`src/design/cism_pkg.sv`:
```
`default_nettype none
// ----------------------------------------------------------------------------
// Case-insensitive substring match package
// Shared types, constants and the letter case folding function.
// ----------------------------------------------------------------------------
package cism_pkg;

   localparam int PATTERN_MAX_DEFAULT = 128;
   localparam int LINE_MAX_DEFAULT    = 1024;

   localparam int BYTE_W  = 8;
   localparam int INDEX_W = 7;
   localparam int LEN_W   = 8;
   localparam int MATCH_W = 10;

   localparam logic [BYTE_W-1:0] UPPER_FIRST = 8'h41;
   localparam logic [BYTE_W-1:0] UPPER_LAST  = 8'h5A;
   localparam logic [BYTE_W-1:0] CASE_OFFSET = 8'd32;

   localparam logic OP_PATTERN_WRITE = 1'b0;
   localparam logic OP_TEXT_BYTE     = 1'b1;

   typedef struct packed {
      logic              adv;
      logic              clr;
      logic [BYTE_W-1:0] text;
      logic [BYTE_W-1:0] wdata;
   } cell_ctrl_type;

   typedef struct packed {
      logic               found;
      logic [MATCH_W-1:0] match_start;
      logic               line_done;
      logic               no_match;
   } rsp_item_type;

   function automatic logic [BYTE_W-1:0] fold_case(input logic [BYTE_W-1:0] c);
      logic [BYTE_W-1:0] r;
      r = c;
      if (c >= UPPER_FIRST && c <= UPPER_LAST) begin
         r = c + CASE_OFFSET;
      end
      return r;
   endfunction

endpackage
`default_nettype wire

```
`src/design/case_insensitive_substring_match.sv`:
```
`default_nettype none
// ----------------------------------------------------------------------------
// Case-insensitive substring match
// Reports the first case-insensitive occurrence of a stored pattern in each
// text line, one result per text byte.
// ----------------------------------------------------------------------------
// Usage: the req_ channel carries pattern writes (no result) and text bytes
// (one result each). The pattern length is written through csr_wr_en and
// csr_wr_data while the block is idle; the user must keep to this, as the
// block does not enforce it. A row of PATTERN_MAX match cells compares
// every text byte against all pattern bytes in the same cycle and passes
// its partial-match bits along the row. Throughput is one item per cycle
// while req_stall is low. Results leave through an output register, and
// when the receiver stalls one more item is held in a skid stage; after
// that req_stall rises until the receiver takes the waiting result. Reset
// clears the partial matches, the line offset, the found flag, the pattern
// length and the result buffer; pattern bytes are undefined until written.
// ----------------------------------------------------------------------------
module case_insensitive_substring_match #(
   parameter int PATTERN_MAX = cism_pkg::PATTERN_MAX_DEFAULT,
   parameter int LINE_MAX    = cism_pkg::LINE_MAX_DEFAULT
) (
   input  wire logic                         clock,
   input  wire logic                         reset,
   input  wire logic                         req_valid,
   output logic                              req_stall,
   input  wire logic                         req_operation,
   input  wire logic [cism_pkg::BYTE_W-1:0]  req_data_byte,
   input  wire logic [cism_pkg::INDEX_W-1:0] req_pattern_index,
   input  wire logic                         req_line_end,
   output logic                              rsp_valid,
   input  wire logic                         rsp_stall,
   output logic                              rsp_found,
   output logic [cism_pkg::MATCH_W-1:0]      rsp_match_start,
   output logic                              rsp_line_done,
   output logic                              rsp_no_match,
   input  wire logic                         csr_wr_en,
   input  wire logic [cism_pkg::LEN_W-1:0]   csr_wr_data
);
   import cism_pkg::*;

   localparam int OFS_W = $clog2(LINE_MAX);
   localparam int PLEN_W = $clog2(PATTERN_MAX + 1);
   localparam int DW = (OFS_W > PLEN_W) ? OFS_W : PLEN_W;

   logic [LEN_W-1:0]  pattern_length_ff;
   logic [PLEN_W-1:0] len_eff;
   logic [OFS_W-1:0]  offset_ff, offset_in;
   logic              found_ff, found_in;
   logic              accept, text_acc, pat_wr, hit, found_now;
   logic [DW-1:0]     cur_d, lm1_d, start_d;
   cell_ctrl_type     ctrl;
   logic [PATTERN_MAX-1:0] wr_sel, len_sel, match_new, match_bits;
   rsp_item_type      push_item, rsp_item;

   assign accept   = req_valid && !req_stall;
   assign text_acc = accept && (req_operation == OP_TEXT_BYTE);
   assign pat_wr   = accept && (req_operation == OP_PATTERN_WRITE);

   assign len_eff = (32'(pattern_length_ff) > PATTERN_MAX) ? PLEN_W'(PATTERN_MAX)
                                                           : PLEN_W'(pattern_length_ff);

   always_comb begin
      ctrl.adv   = text_acc;
      ctrl.clr   = req_line_end;
      ctrl.text  = fold_case(req_data_byte);
      ctrl.wdata = fold_case(req_data_byte);
   end

   for (genvar k = 0; k < PATTERN_MAX; k++) begin : g_cell
      assign wr_sel[k]  = pat_wr && (32'(req_pattern_index) == k);
      assign len_sel[k] = (32'(len_eff) == k + 1);
      cism_cell u_cell (
         .clock        (clock),
         .reset        (reset),
         .ctrl         (ctrl),
         .wr_en        (wr_sel[k]),
         .prev_bit     ((k == 0) ? 1'b1 : match_bits[(k == 0) ? 0 : k - 1]),
         .match_new    (match_new[k]),
         .match_bit_ff (match_bits[k])
      );
   end

   always_comb begin
      hit       = (len_eff == '0) || (|(match_new & len_sel));
      found_now = hit && !found_ff;
      cur_d     = DW'(offset_ff);
      lm1_d     = DW'(len_eff) - DW'(1);
      if (len_eff == '0) begin
         start_d = cur_d;
      end else if (cur_d >= lm1_d) begin
         start_d = cur_d - lm1_d;
      end else begin
         start_d = '0;
      end

      push_item.found       = found_now;
      push_item.match_start = found_now ? MATCH_W'(start_d) : '0;
      push_item.line_done   = req_line_end;
      push_item.no_match    = req_line_end && !(found_ff || found_now);

      offset_in = offset_ff;
      found_in  = found_ff;
      if (text_acc) begin
         if (req_line_end) begin
            offset_in = '0;
            found_in  = 1'b0;
         end else begin
            found_in = found_ff || found_now;
            if (offset_ff < OFS_W'(LINE_MAX - 1)) begin
               offset_in = offset_ff + 1'b1;
            end
         end
      end
   end

   always_ff @(posedge clock) begin
      if (reset) begin
         pattern_length_ff <= '0;
         offset_ff         <= '0;
         found_ff          <= 1'b0;
      end else begin
         if (csr_wr_en) begin
            pattern_length_ff <= csr_wr_data;
         end
         offset_ff <= offset_in;
         found_ff  <= found_in;
      end
   end

   cism_out u_out (
      .clock     (clock),
      .reset     (reset),
      .push      (text_acc),
      .push_item (push_item),
      .rsp_stall (rsp_stall),
      .in_stall  (req_stall),
      .rsp_valid (rsp_valid),
      .rsp_item  (rsp_item)
   );

   assign rsp_found       = rsp_item.found;
   assign rsp_match_start = rsp_item.match_start;
   assign rsp_line_done   = rsp_item.line_done;
   assign rsp_no_match    = rsp_item.no_match;

endmodule
`default_nettype wire

```
`src/design/cism_cell.sv`:
```
`default_nettype none
// ----------------------------------------------------------------------------
// Match cell
// Holds one folded pattern byte and one partial-match bit. The bit is set
// when the neighbor's bit was set and the text byte equals the pattern byte.
// ----------------------------------------------------------------------------
module cism_cell (
   input  wire logic                  clock,
   input  wire logic                  reset,
   input  wire cism_pkg::cell_ctrl_type ctrl,
   input  wire logic                  wr_en,
   input  wire logic                  prev_bit,
   output logic                       match_new,
   output logic                       match_bit_ff
);
   import cism_pkg::*;

   logic [BYTE_W-1:0] pat_ff;
   logic              match_bit_in;

   always_comb begin
      match_new    = prev_bit && (pat_ff == ctrl.text);
      match_bit_in = match_bit_ff;
      if (ctrl.adv) begin
         match_bit_in = ctrl.clr ? 1'b0 : match_new;
      end
   end

   always_ff @(posedge clock) begin
      if (reset) begin
         match_bit_ff <= 1'b0;
      end else begin
         match_bit_ff <= match_bit_in;
      end
   end

   always_ff @(posedge clock) begin
      if (wr_en) begin
         pat_ff <= ctrl.wdata;
      end
   end

endmodule
`default_nettype wire

```
`src/design/cism_out.sv`:
```
`default_nettype none
// ----------------------------------------------------------------------------
// Result buffer
// Output register with a skid stage, so a new item is taken while a result
// waits for the receiver.
// ----------------------------------------------------------------------------
module cism_out (
   input  wire logic                   clock,
   input  wire logic                   reset,
   input  wire logic                   push,
   input  wire cism_pkg::rsp_item_type push_item,
   input  wire logic                   rsp_stall,
   output logic                        in_stall,
   output logic                        rsp_valid,
   output cism_pkg::rsp_item_type      rsp_item
);
   import cism_pkg::*;

   logic         out_valid_ff, out_valid_in;
   logic         skid_valid_ff, skid_valid_in;
   rsp_item_type out_item_ff, out_item_in;
   rsp_item_type skid_item_ff, skid_item_in;
   logic         take;

   always_comb begin
      take          = out_valid_ff && !rsp_stall;
      out_valid_in  = out_valid_ff;
      skid_valid_in = skid_valid_ff;
      out_item_in   = out_item_ff;
      skid_item_in  = skid_item_ff;
      if (skid_valid_ff) begin
         if (take || !out_valid_ff) begin
            out_item_in   = skid_item_ff;
            out_valid_in  = 1'b1;
            skid_valid_in = 1'b0;
         end
      end else if (push) begin
         if (take || !out_valid_ff) begin
            out_item_in  = push_item;
            out_valid_in = 1'b1;
         end else begin
            skid_item_in  = push_item;
            skid_valid_in = 1'b1;
         end
      end else if (take) begin
         out_valid_in = 1'b0;
      end
   end

   always_ff @(posedge clock) begin
      if (reset) begin
         out_valid_ff  <= 1'b0;
         skid_valid_ff <= 1'b0;
      end else begin
         out_valid_ff  <= out_valid_in;
         skid_valid_ff <= skid_valid_in;
      end
   end

   always_ff @(posedge clock) begin
      out_item_ff  <= out_item_in;
      skid_item_ff <= skid_item_in;
   end

   assign in_stall  = skid_valid_ff;
   assign rsp_valid = out_valid_ff;
   assign rsp_item  = out_item_ff;

endmodule
`default_nettype wire

```
`config.mk`:
```
export PLATFORM = sky130hd
export DESIGN_NAME = case_insensitive_substring_match
export DESIGN_NICKNAME = d
export VERILOG_FILES = /design/src/design/cism_pkg.sv /design/src/design/case_insensitive_substring_match.sv /design/src/design/cism_cell.sv /design/src/design/cism_out.sv
export SDC_FILE = /design/constraint.sdc
export NUM_CORES = 2
export LEC_CHECK = 0
export BUFFER_PORTS_ARGS = -buffer_cell sky130_fd_sc_hd__clkbuf_2
export CORE_UTILIZATION = 61
export DETAILED_ROUTE_END_ITERATION = 10
export PLACE_DENSITY = 0.77
export SYNTH_ARGS = -nofsm -noshare
export SYNTH_HDL_FRONTEND = slang
export SYNTH_SLANG_ARGS = --single-unit
export TNS_END_PERCENT = 10
```
`constraint.sdc`:
```
create_clock -name clock -period 6.1 [get_ports clock]
set_input_delay 0.915 -clock clock [delete_from_list [all_inputs] [get_ports clock]]
set_output_delay 0.915 -clock clock [all_outputs]
set_load 0.02 [all_outputs]
```
Word-level counts from Yosys, hierarchy flattened
Cells that the tools add are included.
{"block": "totals", "ff_bits": 1198, "output_inout_bits": 15, "input_bits": 30, "elab_cells": 1089, "latchBits": 0, "romBits": 0, "mem_count": 0, "ram_bits": 0}
{"block": "classes", "n_mux": 146, "add_sub_neg": 4, "n_eq_ne": 383, "n_reduce_logical": 279, "bitwise_logic": 4, "shift": 0, "n_div": 0, "order_cmp": 5, "n_mul": 0}
{"cell": "$eq A8 B8 Y1", "n": 128}
{"cell": "$eq A8 B7 Y1 const B", "n": 64}
{"cell": "$eq A7 B7 Y1 const B", "n": 64}
{"cell": "$logic_and A1 B1 Y1", "n": 262}
{"cell": "$eq A8 B6 Y1 const B", "n": 32}
{"cell": "$eq A7 B6 Y1 const B", "n": 32}
{"cell": "$mux W1", "n": 135}
{"cell": "$and A128 B128 Y128", "n": 1}
{"cell": "$eq A8 B5 Y1 const B", "n": 16}
{"cell": "$reduce_or A128 Y1", "n": 1}
{"cell": "$eq A7 B5 Y1 const B", "n": 16}
{"cell": "$eq A8 B4 Y1 const B", "n": 8}
{"cell": "$eq A7 B4 Y1 const B", "n": 8}
{"cell": "$mux W13", "n": 4}
{"cell": "$mux W10", "n": 5}
{"cell": "$eq A8 B3 Y1 const B", "n": 4}
{"cell": "$eq A7 B3 Y1 const B", "n": 4}
{"cell": "$eq A8 B2 Y1 const B", "n": 2}
{"cell": "$mux W8", "n": 2}
{"cell": "$eq A7 B2 Y1 const B", "n": 2}
{"cell": "$add A10 B1 Y10 const B", "n": 1}
{"cell": "$ge A10 B10 Y1", "n": 1}
{"cell": "$lt A10 B10 Y1 const B", "n": 1}
{"cell": "$sub A10 B10 Y10", "n": 1}
{"cell": "17 further kinds", "n": 27}

Logic depth before layout (Yosys ltp)
{"block": "logic_depth", "ltp_word": 15, "ltp_mapped": 19, "depth_no_buf": 15}

Modules after synthesis
From an unflattened synthesis, not the netlist that was laid out.
{"block": "hier_totals", "cells_unflattened": 3574, "area_unflattened_um2": 53707.8}
{"module": "cism_cell", "area_each_um2": 381.6, "instances": 128, "cells_per_inst": 23, "seq_area_each_um2": 260.2}
{"module": "case_insensitive_substring_match", "area_each_um2": 3802.4, "instances": 1, "cells_per_inst": 581, "seq_area_each_um2": 380.4}
{"module": "cism_out", "area_each_um2": 1058.5, "instances": 1, "cells_per_inst": 49, "seq_area_each_um2": 820.8}

Worst setup path before layout
OpenSTA, ideal clock, no wires.
{"block": "synth_timing", "path_kind": "input to register", "start": "input port req_data_byte[0] (netlist bit)", "end": "register u_out.out_item_ff, in the netlist u_out.rsp_item[2] (data pin)", "path_slack_ns": 1.325, "required_time_ns": 5.832, "n_path_buf": 5, "path_stages": 16, "arrival_ns": 4.506, "setup_ns": 0.268, "path_cell_list": "buf_2 -> nor3_4 -> buf_4 -> a22o_4 -> nor2_8 -> inv_2 -> buf_2 -> buf_2 -> xnor2_1 -> nand3_1 -> o221ai_1 -> o41ai_1 -> nand4_1 -> o21ai_2 -> buf_4 -> o31ai_1"}
{"element": "from (decl)", "line_no": "case_insensitive_substring_match.sv:28", "source": "input wire logic [cism_pkg::BYTE_W-1:0] req_data_byte,"}
{"element": "to (signal assigned)", "line_no": "cism_out.sv:61", "source": "out_item_ff <= out_item_in;"}
{"element": "to (decl)", "line_no": "cism_out.sv:21", "source": "rsp_item_type out_item_ff, out_item_in;"}

==> results.sh <==
export IMPL_synth_cell_area_um2=54200
export IMPL_drive_above_1_share=0.09251
export IMPL_wl_per_cell_um=28.64
export IMPL_startpoint="pattern_length_ff[7]$_SDFFE_PP0P_"
export IMPL_postSynthCellCount=4198
export IMPL_critPathCaptureType="flop"
export IMPL_cts_hold_buf=0
export IMPL_final_util=0.6844
export IMPL_initial_core_util=0.6200
export IMPL_synthTopCellsByCount="edfxtp_1 (1050), xnor2_1 (489), xor2_1 (385), nor2_1 (334), nand2_1 (179)"
export IMPL_r2r_cells=11
export IMPL_status="complete, no violations"
export IMPL_async_flop_share=0
export IMPL_grt_pass1_vias=34580
export IMPL_ir_drop_uv=285.1
export IMPL_dr_pass1_iters=9
export IMPL_pre_cts_ws_ps=877.0
export IMPL_die_area_um2=90060
export IMPL_setup_viol=0
export IMPL_fin_cells=5481
export IMPL_clkLatencyLatePin_ps=730
export IMPL_cts_setup_buffers=0
export IMPL_max_freq_mhz=205.0
export IMPL_clk_pin_slew_worst_paths_ps=60
export IMPL_powerDensity_nw_per_um2=294.5
export IMPL_period_share=0.7997
export IMPL_finClkSkew_ps=35.81
export IMPL_drv_slew=0
export IMPL_synthFlopType="edfxtp_1"
export IMPL_critPathTopFamily="simple AND/OR/NAND/NOR gates"
export IMPL_slowest_stage="nor3b_2"
export IMPL_rrSetupSlack_ps=1220
export IMPL_synth_edf_count=1050
export IMPL_worst_pin_slew_ps=1279
export IMPL_critPathBufInv=2
export IMPL_path_cells="nor3b_2 > nand2_1 > or4b_2 > o2111a_1 > o22ai_1 > nor3_1 > nand4_1 > buf_4 > o21ai_2 > buf_12 > o31ai_1"
export IMPL_crit_type="reg -> reg"
export IMPL_die_h_um=300.1
export IMPL_wl_mm=157.0
export IMPL_yosysWarnings=0
export IMPL_synth_seq_cells=1198
export IMPL_p_total_uw=17620
export IMPL_drc=0
export IMPL_arrival_ps=5400
export IMPL_grt_ovfl_total=0
export IMPL_max_cap_viol_count=0
export IMPL_p_leak_uw=0.01906
export IMPL_yosysTopAreaCell="edfxtp_1"
export IMPL_holdPathStages=2
export IMPL_path_depth=11
export IMPL_cp_start_kind="flop"
export IMPL_syn_num_nets=4246
export IMPL_io_buffers=44
export IMPL_pin_count=45
export IMPL_setup_ws_ps=1222
export IMPL_cts_tree="done"
export IMPL_min_delay_start="g_cell[103].u_cell.match_bit_ff$_SDFFE_PP0P_"
export IMPL_hpwl_mm=101.8
export IMPL_rr_startpoint="pattern_length_ff[7]$_SDFFE_PP0P_"
export IMPL_grt_max_degree=157
export IMPL_min_period_ps=4878
export IMPL_yosys_cell_count_top_type="edfxtp_1"
export IMPL_core_um2=87430
export IMPL_finalNetCount=4268
export IMPL_cts_made_buffers=117
export IMPL_rsz0062_at_grt="false"
export IMPL_synth_top_area_frac=0.5817
export IMPL_ctsRootBufferMaster="clkbuf_16"
export IMPL_slowest_delay_ps=1100
export IMPL_cts_resized=0
export IMPL_ys_seq_area_frac=0.6364
export IMPL_hold_class="reg -> reg"
export IMPL_grt_first_pass_wirelength_mm=229.4
export IMPL_antenna_found_initial=5
export IMPL_gp_congestion=1.013
export IMPL_synthTopCellsByArea="edfxtp_1 (58%), xnor2_1 (7.9%), xor2_1 (6.2%)"
export IMPL_antenna_left=0
export IMPL_clock_sinks=1198
export IMPL_die_w_um=300.1
export IMPL_vias_per_cell=6.679
export IMPL_nFillCells=5992
export IMPL_rows=108
export IMPL_grtUsageTotal=0.3474
export IMPL_hold_viol=0
export IMPL_syn_area_per_cell_um2=12.91
export IMPL_htree_num_levels=3
export IMPL_crit_fanout=22
export IMPL_num_vias=36610
export IMPL_numPlacedInstances=5256
export IMPL_cts_path_max_buffers=3
export IMPL_fin_tns_setup_ps=0
export IMPL_drt_iter0_markers=5785
export IMPL_ys_types=89
export IMPL_worstPathRequired_ps=6620
export IMPL_relSlewSlack=0.1451
export IMPL_area_delta_synth_final_pct=10.39
## final cells by class
class                      instances  area, um2  area share
antenna                            2      5.005  0.00008364
clock buffer                     150       3223     0.05387
clock inverter                    73      740.7     0.01238
inverter                          52      210.2    0.003513
multi-input combinational       2683      18290      0.3056
sequential                      1198      34490      0.5765
tap                             1155       1445     0.02415
timing repair buffer             168       1433     0.02394
## report_power, final
group / internal, uW / switching (uW) / leakage (uW)
sequential: 8950 / 19.0 / 0.0107
combinational: 371 / 894 / 0.00639
clock: 4250 / 3140 / 0.00196
## path summary, 6_finish.rpt
check                                                 end
max reg2reg                   u_out.rsp_item[9]$_DFFE_PP_
min          g_cell[103].u_cell.match_bit_ff$_SDFFE_PP0P_
min reg2reg  g_cell[103].u_cell.match_bit_ff$_SDFFE_PP0P_
max                           u_out.rsp_item[9]$_DFFE_PP_
## layout by cell type (no fill, tap or decap), types with 15 or more instances in the layout
cell	count
nor3_1	99
clkbuf_2	38
nand2_1	179
and3_1	44
or3_1	35
a21oi_1	177
nor4_1	136
o221ai_1	31
or4_1	26
nor2_1	331
mux2i_1	25
ha_1	17
buf_12	18
a2111oi_0	18
a22oi_1	39
o21ai_0	76
nand3_1	139
inv_1	46
clkinv_1	19
o31ai_1	16
buf_4	106
xnor2_1	489
clkbuf_8	15
edfxtp_1	1050
clkbuf_1	17
xor2_1	385
a32oi_1	17
clkbuf_16	118
o2111ai_1	32
nand4_1	88
dfxtp_1	148
clkinv_2	28
o22ai_1	41
nor2b_1	17
## flip-flops by register name (all words and copies together), names as in the netlist
| register | cells |
|---|---|
| u_out.rsp_item | 13 |
| pattern_length_ff | 8 |
| u_out.skid_item_ff | 13 |
| found_ff | 1 |
| g_cell.u_cell.match_bit_ff | 127 |
| cur_d | 10 |
| u_out.rsp_valid | 1 |
| g_cell.u_cell.pat_ff | 1024 |
| u_out.in_stall | 1 |
## worst reg2reg max path: stages (launching register included)
cell      delay [ps]
dfxtp_1          530
nor3b_2         1110
nand2_1          750
or4b_2           890
o2111a_1         260
o22ai_1          190
nor3_1           100
nand4_1          210
buf_4            160
o21ai_2           80
buf_12           160
o31ai_1          270
## logic make-up (layout without fill, tap and decap cells)
group                    Yosys count  in the layout  synth area share
AO/OA/AOI/OAI                    592            592           0.07569
XOR/XNOR                         876            876            0.1418
adder cells (fa/ha/maj)           18             18          0.004293
buffers and inverters            317            443           0.02770
flip-flops                      1198           1198            0.6364
multiplexers                      30             30          0.005655
other                              0              2                 0
AND/OR/NAND/NOR                 1167           1167            0.1085
## routing by layer
| layer | global-route usage | part of all wire | wire [um] |
|---|---|---|---|
| met3 | 0.08881 | 0.13 | 21130 |
| met1 | 0.4764 | 0.37 | 57500 |
| met4 | 0.1889 | 0.066 | 10290 |
| met5 | 0 | 0.00017 | 27 |
| met2 | 0.5102 | 0.43 | 68040 |
## through the flow
step / hold WS [ps] / instance area (um2)
after floorplan: 427.4 / 54200
after global placement: 435.0 / 55870
after detailed placement: 439.0 / 55870
after CTS: 434.7 / 59830
after global routing: 443.2 / 59830
final: 446.4 / 59830
(Power assumes the default switching activity.)
